### src/rtl/vnorm_pkg.sv
`timescale 1ns / 1ps
// Shared widths, types and constants for the 3D vector normalizer.
// No dependencies; imported by every module of the block.
package vnorm_pkg;

	localparam int IN_W   = 32;                // component width, signed
	localparam int FRAC_W = 30;                // fraction bits of the unit vector
	localparam int OUT_W  = FRAC_W + 2;        // signed Q1.FRAC_W
	localparam int SQ_W   = 2 * IN_W;          // square and sum of squares
	localparam int S3_W   = SQ_W + 2;          // three times the sum
	localparam int Q_W    = FRAC_W + 1;        // quotient magnitude, up to 2^FRAC_W
	localparam int RES_W  = 2 * IN_W + 2 * FRAC_W + 6; // signed residual width
	localparam int QDEPTH = 4;
	localparam int QPTR_W = $clog2(QDEPTH);

	typedef logic [IN_W-1:0]         mag_t;
	typedef logic [SQ_W-1:0]         sq_t;
	typedef logic [S3_W-1:0]         s3_t;
	typedef logic signed [RES_W-1:0] res_t;
	typedef logic [Q_W-1:0]          quo_t;
	typedef logic signed [OUT_W-1:0] unit_t;

	localparam unit_t UNIT_POS_ONE = {2'b01, {FRAC_W{1'b0}}};
	localparam unit_t UNIT_NEG_ONE = {2'b11, {FRAC_W{1'b0}}};

	// one classified vector, handed from the front to the back
	typedef struct packed {
		sq_t [2:0]  sq;
		sq_t        sum;
		logic [2:0] neg;
		logic       zero;
	} qent_t;

endpackage

### src/rtl/vnorm_queue.sv
`timescale 1ns / 1ps
// Short FIFO between front and back so each side can stall on its own.
// Depends on vnorm_pkg.
module vnorm_queue import vnorm_pkg::*; (
	input  logic  clk,
	input  logic  arst_n,
	input  logic  push_valid,
	output logic  push_ready,
	input  qent_t push_data,
	output logic  pop_valid,
	input  logic  pop_ready,
	output qent_t pop_data
);

	qent_t mem_q [QDEPTH];
	logic [QPTR_W-1:0] wr_ptr_q, rd_ptr_q;
	logic [QPTR_W:0]   cnt_q;
	logic push, pop;

	assign push_ready = cnt_q != (QPTR_W+1)'(QDEPTH);
	assign pop_valid  = cnt_q != '0;
	assign push       = push_valid && push_ready;
	assign pop        = pop_valid && pop_ready;
	assign pop_data   = mem_q[rd_ptr_q];

	always_ff @(posedge clk or negedge arst_n) begin
		if (!arst_n) begin
			wr_ptr_q <= '0;
			rd_ptr_q <= '0;
			cnt_q    <= '0;
		end else begin
			if (push) wr_ptr_q <= wr_ptr_q + 1'b1;
			if (pop)  rd_ptr_q <= rd_ptr_q + 1'b1;
			if (push && !pop)      cnt_q <= cnt_q + 1'b1;
			else if (pop && !push) cnt_q <= cnt_q - 1'b1;
		end
	end

	always_ff @(posedge clk) begin
		if (push) mem_q[wr_ptr_q] <= push_data;
	end

endmodule

### config.mk
export PLATFORM = sky130hd
export DESIGN_NAME = vnorm_queue
export DESIGN_NICKNAME = d
export VERILOG_FILES = /design/src/rtl/vnorm_pkg.sv /design/src/rtl/vnorm_queue.sv
export SDC_FILE = /design/constraint.sdc
export NUM_CORES = 1
export LEC_CHECK = 0
export CAP_MARGIN = 15
export CORE_ASPECT_RATIO = 2
export CORE_MARGIN = 2
export CORE_UTILIZATION = 63
export DETAILED_ROUTE_END_ITERATION = 12
export DONT_BUFFER_PORTS = 1
export GPL_TIMING_DRIVEN = 0
export PLACE_DENSITY = 0.76
export SLEW_MARGIN = 0
export SYNTH_ARGS = -nofsm -noshare
export SYNTH_HDL_FRONTEND = slang
export SYNTH_SLANG_ARGS = --single-unit
### constraint.sdc
create_clock -name clk -period 8.5 [get_ports clk]
set_clock_uncertainty 0.05 [all_clocks]
set_input_delay 1.7 -clock clk [delete_from_list [all_inputs] [get_ports clk]]
set_output_delay 1.7 -clock clk [all_outputs]
set_load 0.01 [all_outputs]
# Word-level counts from Yosys, hierarchy flattened
# Memories as Yosys holds them, arrays and structs flattened.
# Cells that the tools add are included.
word_totals:
  register_bits: 7
  mem_bits_rw: 1040
  in_bits: 264
  out_inout_bits: 262
  word_cells: 21
  mem_count: 1
memory_table:
  columns: ["memory", "words", "word_bits", "rd", "rd_clocked_by_memory_dff", "write_ports", "line", "source"]
  rows:
  - ["mem_q", 4, 260, 1, 0, 1, "vnorm_queue.sv:15", "qent_t mem_q [QDEPTH];"]
op_classes:
  addsub: 4
  n_eq_ne: 1
  mux: 4
  reduce_logical: 8
op_table:
  columns: ["op", "count"]
  rows:
  - ["3-bit two-way mux", 2]
  - ["2-bit by 1-bit adder with 2-bit output, second input constant", 2]
  - ["1-bit logical AND", 4]
  - ["3-bit by 1-bit adder with 3-bit output, second input constant", 1]
  - ["3-bit != test, second input constant", 1]
  - ["3-bit nonzero test", 1]
  - ["3-bit by 1-bit subtractor with 3-bit output, second input constant", 1]
  - ["1-bit logical NOT", 2]
  - ["1-bit two-way mux", 2]
  - ["2-bit nonzero test", 1]

# Longest topological paths before layout
# Gate-level depths: netlist of run 1.
logic_depth:
  depth_word: 6
  mapped_depth: 8
  ltp_nobuf: 8

# Worst setup path before layout of run 1
# Ideal clock, no wire load.
synth_path:
  kind: "input port to flip-flop"
  start: "input port push_valid"
  end: "memory mem_q[0][0] (netlist name), enable pin"
  setup_ns: 0.654
  arrival_ns: 7.908
  required_ns: 7.796
  slack_ns: -0.112
  cell_stages: 2
  path_buffers: 0
  path_cell_list: "a21boi_2 and2_1"
synth_between:
  elab_chain_cells: 3
synth_lines:
  columns: ["element", "line", "source"]
  rows:
  - ["from (decl)", "vnorm_queue.sv:7", "input logic push_valid,"]
  - ["1-bit logical AND", "vnorm_queue.sv:22", "assign push = push_valid && push_ready;"]
  - ["1-bit two-way mux", "vnorm_queue.sv:40", "if (push) mem_q[wr_ptr_q] <= push_data;"]
  - ["1-bit two-way mux (implied by the code)", "vnorm_queue.sv:40", null]
  - ["to (decl)", "vnorm_queue.sv:15", null]
# Every way passes these cells.

==> impl_metrics.toml, run 1 <==
[status]
status = "complete, no violations"

[die]
die_height_um = 351
io_pins = 526
start_util_pct = 63.4
std_cell_rows = 127
core_um2 = 59700
fp.dieW_um = 177
die_area_um2 = 62300

[worst_setup_path]
cp_top_family = "buffers and inverters"
crit_path_start = "rd_ptr_q[1]$_DFFE_PN0P_"
cp_num_buf_inv = 3
path_cells = "buf_2 -> buf_2 -> buf_2 -> mux4_2"
cp-start-kind = "flop"
crit_top_cell = "buf_2"
ff2ff_path_depth = 5
critPathArrivalTime_ns = 2.54
worstPathMaxFanout = 10
rr_endpoint = "mem_q[2][139]$_DFFE_PP_"
reg2reg_slack_ns = 5.91
crit_type = "reg2out"
critPathCaptureType = "primary output"
crit_end = "pop_data[119]"
crit_path_max_incr_delay_ns = 0.47
cp.required_ns = 6.75
worst_path_max_delay_cell = "mux4_2"
r2r_start = "cnt_q[0]$_DFFE_PN0P_"
path_depth = 4

[yosys]
synth_seq_cells = 1047
yosysUniqueCellTypes = 19
synth_top_area_share_pct = 82.4
synth_area_per_cell_um2 = 27.2
synth_fp_nets = 1663
ys_seq_area_share_pct = 82.8
syn_inst = 1393
yosysTopAreaCell = "edfxtp_1"
synth_area_um2 = 37900
synthTopCellsByArea = "edfxtp_1, mux4_2, buf_6"
yosysWarnings = 0

[clock_tree]
clockRootBuffer = "clkbuf_16"
htree_levels = 3
cts_tree = "yes"
post_cts_resized = 0
cts_made_buffers = 80
ctsLongestPathBuffers = 3
cts-hold-fix-buffers = 0
cts_sinks = 1047
cts.clk_slew.worst_paths_ns = 0.07
clk-insertion-delay-late_ns = 0.60
cts_setup_buffers = 0

[route]
via_per_inst = 6.56
route.detailed.drc = 0
via_count = 15300
drt-pass1-iter-count = 5
postRouteAntennaNets = 0
detail_route.wirelength_um = 82300
drtIter0Drc = 1509
routedWlPerCell_um = 35.3

[timing]
slew_violations = 0
fin_tns_setup_ns = 0
setup_viol = 0
relSlewSlack_pct = 54.6
fin_crit_sh_pct = 50.4
hold_slack_ns = 0.502
fmax_ghz = 0.233
finalCriticalPeriod_ns = 4.29
rsz0062_at_grt = "no"
final_hold_viol_count = 0
worst_pin_slew_ns = 0.680

[hold_path]
hp-class = "reg2reg"
whs_path_depth = 1

[global_routing]
gr-usage-all-layers_pct = 26.9
grt_pass1_wl_um = 117000
antenna_found_initial = 0
grt_max_degree = 62
grt_pass1_vias = 16800
overflow = 0

[pwr]
power_density_nw_per_um2 = 359
p_leak_nw = 13.1
vdd_ir_drop_max_mv = 0.279

[layout]
antenna_cells = 0
seqCellArea_um2 = 31400
layout_commonest_cell = "edfxtp_1"
final_cell_mix = "edfxtp_1, mux4_2, clkbuf_16"
fillers = 3363
layout.nets = 1765
drive_above_1_share_pct = 29.7
multi_input_area_um2 = 6090
area_growth_pct = 10.8

[flow_run]
maxCapViolations = 0

[place]
dp_hpwl_um = 52700
gp_congestion = 0.771
port_buffers = 0
[worst register-to-register path, stage by stage (launching register included)]
cell	delay, ns
dfrtp_1	0.44
nor2_1	0.09
a21boi_2	0.33
and2_4	0.65
buf_12	0.33
buf_16	0.32
[metrics by stage]
stage / power, W / instance area [µm²] / util (%) / worst slack [ns] / cells
finish: 0.0151 / 42000 / 70.3 / 4.21 / 2331
floorplan: 0.0102 / 37900 / - / 2.81 / 1393
detailed placement: 0.0115 / 39400 / 66.0 / 4.70 / 2187
global placement: 0.0114 / 38900 / 65.1 / 0.595 / 2167
global route: 0.0156 / 42000 / 70.3 / 4.13 / 2331
CTS: 0.0152 / 42000 / 70.3 / 4.14 / 2331
[final cells by class]
cell class	count	share of cell area, %
Buffer	58	0.992
Clock buffer	89	4.85
Clock inverter	55	1.33
Inverter	3	0.0268
Multi-Input combinational cell	285	14.5
Sequential cell	1047	74.8
Tap cell	774	2.31
Timing Repair Buffer	20	1.26
[cells in the mapped netlist]
library cell,count
mux4_2,260
buf_6,21
and2_1,4
ha_1,5
xor2_1,2
buf_4,1
dfrtp_1,7
nor2_1,2
nand2_1,2
or3_1,1
buf_2,30
mux2_2,2
edfxtp_1,1040
inv_1,3
xnor2_1,4
nand3_1,1
clkbuf_1,6
a21boi_2,1
fa_1,1
[metal layers]
layer  vias to the layer above  global-route usage [%]  share of wire [%]
met2                       840                    46.2                 53
met4                         0                    10.9                4.4
met5                         -                       0                  0
li1                       6254                       -                  -
met1                      8055                    28.1                 30
met3                       146                    13.0                 13
[how the worst min path moves through the flow]
stage	endpoint	slack [ns]	startpoint
after global placement	cnt_q[2]$_DFFE_PN0P_	0.46	cnt_q[2]$_DFFE_PN0P_
after floorplan	cnt_q[2]$_DFFE_PN0P_	0.44	cnt_q[2]$_DFFE_PN0P_
final	cnt_q[2]$_DFFE_PN0P_	0.50	cnt_q[2]$_DFFE_PN0P_
after global routing	cnt_q[2]$_DFFE_PN0P_	0.54	cnt_q[2]$_DFFE_PN0P_
after detailed placement	cnt_q[2]$_DFFE_PN0P_	0.49	cnt_q[2]$_DFFE_PN0P_
after CTS	cnt_q[2]$_DFFE_PN0P_	0.50	cnt_q[2]$_DFFE_PN0P_
[registers in the layout, indices dropped and copies added (netlist names)]
signal and flops:
mem_q 1040, cnt_q 3, wr_ptr_q 2, rd_ptr_q 2
[cells by family (layout without fill, tap and decap cells)]
family                     Yosys count  in the layout  synth area share [%]
adders and majority gates            6              6                 0.218
muxes                              262            262                  15.5
AOI/OAI and AO/OA                    1              1                0.0297
xor gates and xnor gates             6              6                 0.139
and+or+nand+nor                     10             10                 0.135
DFF                               1047           1047                  82.8
buffers and inverters               61            225                  1.13
[power breakdown]
part	internal (W)	switching, W
sequential	0.00681	0.000267
combinational	0.00166	0.00262
clock	0.00202	0.00170
total	0.0105	0.00458
No activity file was read; power rests on OpenSTA's default activity.
==> run 2, diff against run 1 <==
--- a/config.mk
+++ b/config.mk
@@ -8,11 +8,11 @@
 export CAP_MARGIN = 15
 export CORE_ASPECT_RATIO = 2
 export CORE_MARGIN = 2
-export CORE_UTILIZATION = 63
+export CORE_UTILIZATION = 57
 export DETAILED_ROUTE_END_ITERATION = 12
 export DONT_BUFFER_PORTS = 1
 export GPL_TIMING_DRIVEN = 0
-export PLACE_DENSITY = 0.76
+export PLACE_DENSITY = 0.72
 export SLEW_MARGIN = 0
 export SYNTH_ARGS = -nofsm -noshare
 export SYNTH_HDL_FRONTEND = slang
==> constraint.sdc (replaced) <==
create_clock -name clk -period 3.5 [get_ports clk]
set_clock_uncertainty 0.05 [all_clocks]
set_input_delay 0.7 -clock clk [delete_from_list [all_inputs] [get_ports clk]]
set_output_delay 0.7 -clock clk [all_outputs]
set_load 0.01 [all_outputs]
==> run 2 against run 1 <==
Hold slack got worse by 0.43 ns. Sequential power rose by 140%. Combinational power rose by 140%. Largest power group unchanged. Highest routed layer unchanged.
==> impl_metrics.toml, run 2 (synthesis gave the netlist of run 1 again) <==
[status]
status = "complete, no violations"

[timing]
final_hold_viol_count = 0
worst_pin_slew_ns = 0.833
rsz0062_at_grt = "no"
fmax_ghz = 0.309
slew_violations = 0
fin_tns_setup_ns = 0
relSlewSlack_pct = 44.5
fin_crit_sh_pct = 92.4
setup_viol = 0
finalCriticalPeriod_ns = 3.23

[global_routing]
grt_max_degree = 55
grt_pass1_vias = 16400
overflow = 0
gr-usage-all-layers_pct = 23.1
antenna_found_initial = 0
grt_pass1_wl_um = 113000

[layout]
layout.nets = 1771
top_register = "mem_q"
final_cell_mix = "edfxtp_1, mux4_2, clkbuf_16"
final_cells = 2447
fin_util_pct = 64.6
antenna_cells = 0
fillers = 4037
layout_commonest_cell = "edfxtp_1"
top_regs = "mem_q (1040), cnt_q (3)"
largest_reg_flops = 1040
drive_above_1_share_pct = 30.1
area_growth_pct = 12.0

[clock_tree]
cts.clk_slew.worst_paths_ns = 0.07
cts_setup_buffers = 0
htree_levels = 3
cts_tree = "yes"
cts_made_buffers = 85
post_cts_resized = 0
clockRootBuffer = "clkbuf_16"
clk-insertion-delay-late_ns = 0.65
cts-hold-fix-buffers = 1
cts_sinks = 1047
ctsLongestPathBuffers = 3

[route]
route.detailed.drc = 0
via_per_inst = 6.23
postRouteAntennaNets = 0
drt-pass1-iter-count = 5
detail_route.wirelength_um = 77700
drtIter0Drc = 1116
via_count = 15300
routedWlPerCell_um = 31.8

[place]
dp_cells = 2290
port_buffers = 0
gp_congestion = 0.747
dp_hpwl_um = 49600

[worst_setup_path]
crit_path_max_incr_delay_ns = 0.48
worstPathMaxFanout = 10
critPathCaptureType = "primary output"
cp.required_ns = 2.75
crit_top_cell = "buf_2"
crit_type = "reg2out"
cp_num_buf_inv = 3
path_cells = "buf_2 -> buf_2 -> buf_2 -> mux4_2"
ff2ff_path_depth = 5
cp-start-kind = "flop"
worst_path_max_delay_cell = "mux4_2"
cp_top_family = "buffers and inverters"
path_depth = 4
critPathArrivalTime_ns = 2.48

[die]
die_height_um = 369
fp.dieW_um = 186
die_area_um2 = 68700
start_util_pct = 57.7
std_cell_rows = 133
core_um2 = 65700
io_pins = 526

[pwr]
vdd_ir_drop_max_mv = 0.616
p_leak_nw = 13.3
power_density_nw_per_um2 = 875

[hold_path]
hp-class = "in2reg"
whs_path_depth = 0

[flow_run]
maxCapViolations = 0
run 2: cell types whose count changed in the layout (fill, tap and decap cells not counted), moves of 2 or more:
cell,change
bufinv_16,+3
clkbuf_1,+3
clkinvlp_4,-3
clkinv_4,+3
clkbuf_16,+6
buf_16,+2
buf_12,-2
run 2: cell type report:
| class | instances | area [µm²] | share of cell area, % |
|---|---|---|---|
| inverter | 3 | 11.3 | 0.0265 |
| tap | 877 | 1100 | 2.58 |
| multi-input combinational | 285 | 6090 | 14.3 |
| buffer | 58 | 417 | 0.981 |
| clock buffer | 98 | 2200 | 5.17 |
| timing repair buffer | 21 | 553 | 1.30 |
| sequential | 1047 | 31400 | 74.0 |
| clock inverter | 58 | 692 | 1.63 |
run 2: metrics by stage:
step	power [W]	setup WS [ns]	instance area (µm²)	hold slack [ns]
floorplan	0.0248	-1.19	37900	0.354
global placement	0.0277	-3.50	39000	0.355
detailed placement	0.0278	0.655	39600	0.355
CTS	0.0376	0.0615	42500	0.0117
global route	0.0385	0.104	42500	0.0268
finish	0.0371	0.267	42500	0.0734
run 2: worst paths after layout:
check | from | to | slack [ns]
max | rd_ptr_q[1]$_DFFE_PN0P_ | pop_data[165] | 0.27
min | push_data[258] | mem_q[0][258]$_DFFE_PP_ | 0.07
max reg2reg | cnt_q[0]$_DFFE_PN0P_ | mem_q[2][50]$_DFFE_PP_ | 0.89
min reg2reg | cnt_q[2]$_DFFE_PN0P_ | cnt_q[2]$_DFFE_PN0P_ | 0.50
max in group asynchronous | arst_n | cnt_q[1]$_DFFE_PN0P_ | 2.83
min in group asynchronous | arst_n | cnt_q[2]$_DFFE_PN0P_ | 0.33
run 2: layer usage:
layer	vias up	global-route usage, %	part of all wire [%]
met4	0	8.94	3.3
met1	8062	24.8	32
li1	6282	-	-
met2	784	38.4	51
met5	-	0	0
met3	124	12.2	14
run 2: where the power goes:
group,internal (W),switching [W]
clock network,0.00547,0.00432
logic,0.00404,0.00622
registers,0.0165,0.000555
total,0.0260,0.0111
run 2: worst reg2reg max path: stages (launching register included):
cell and delay [ns]:
dfrtp_1 0.43, nor2_1 0.09, a21boi_2 0.32, and2_4 0.64
buf_16 0.36, buf_16 0.33
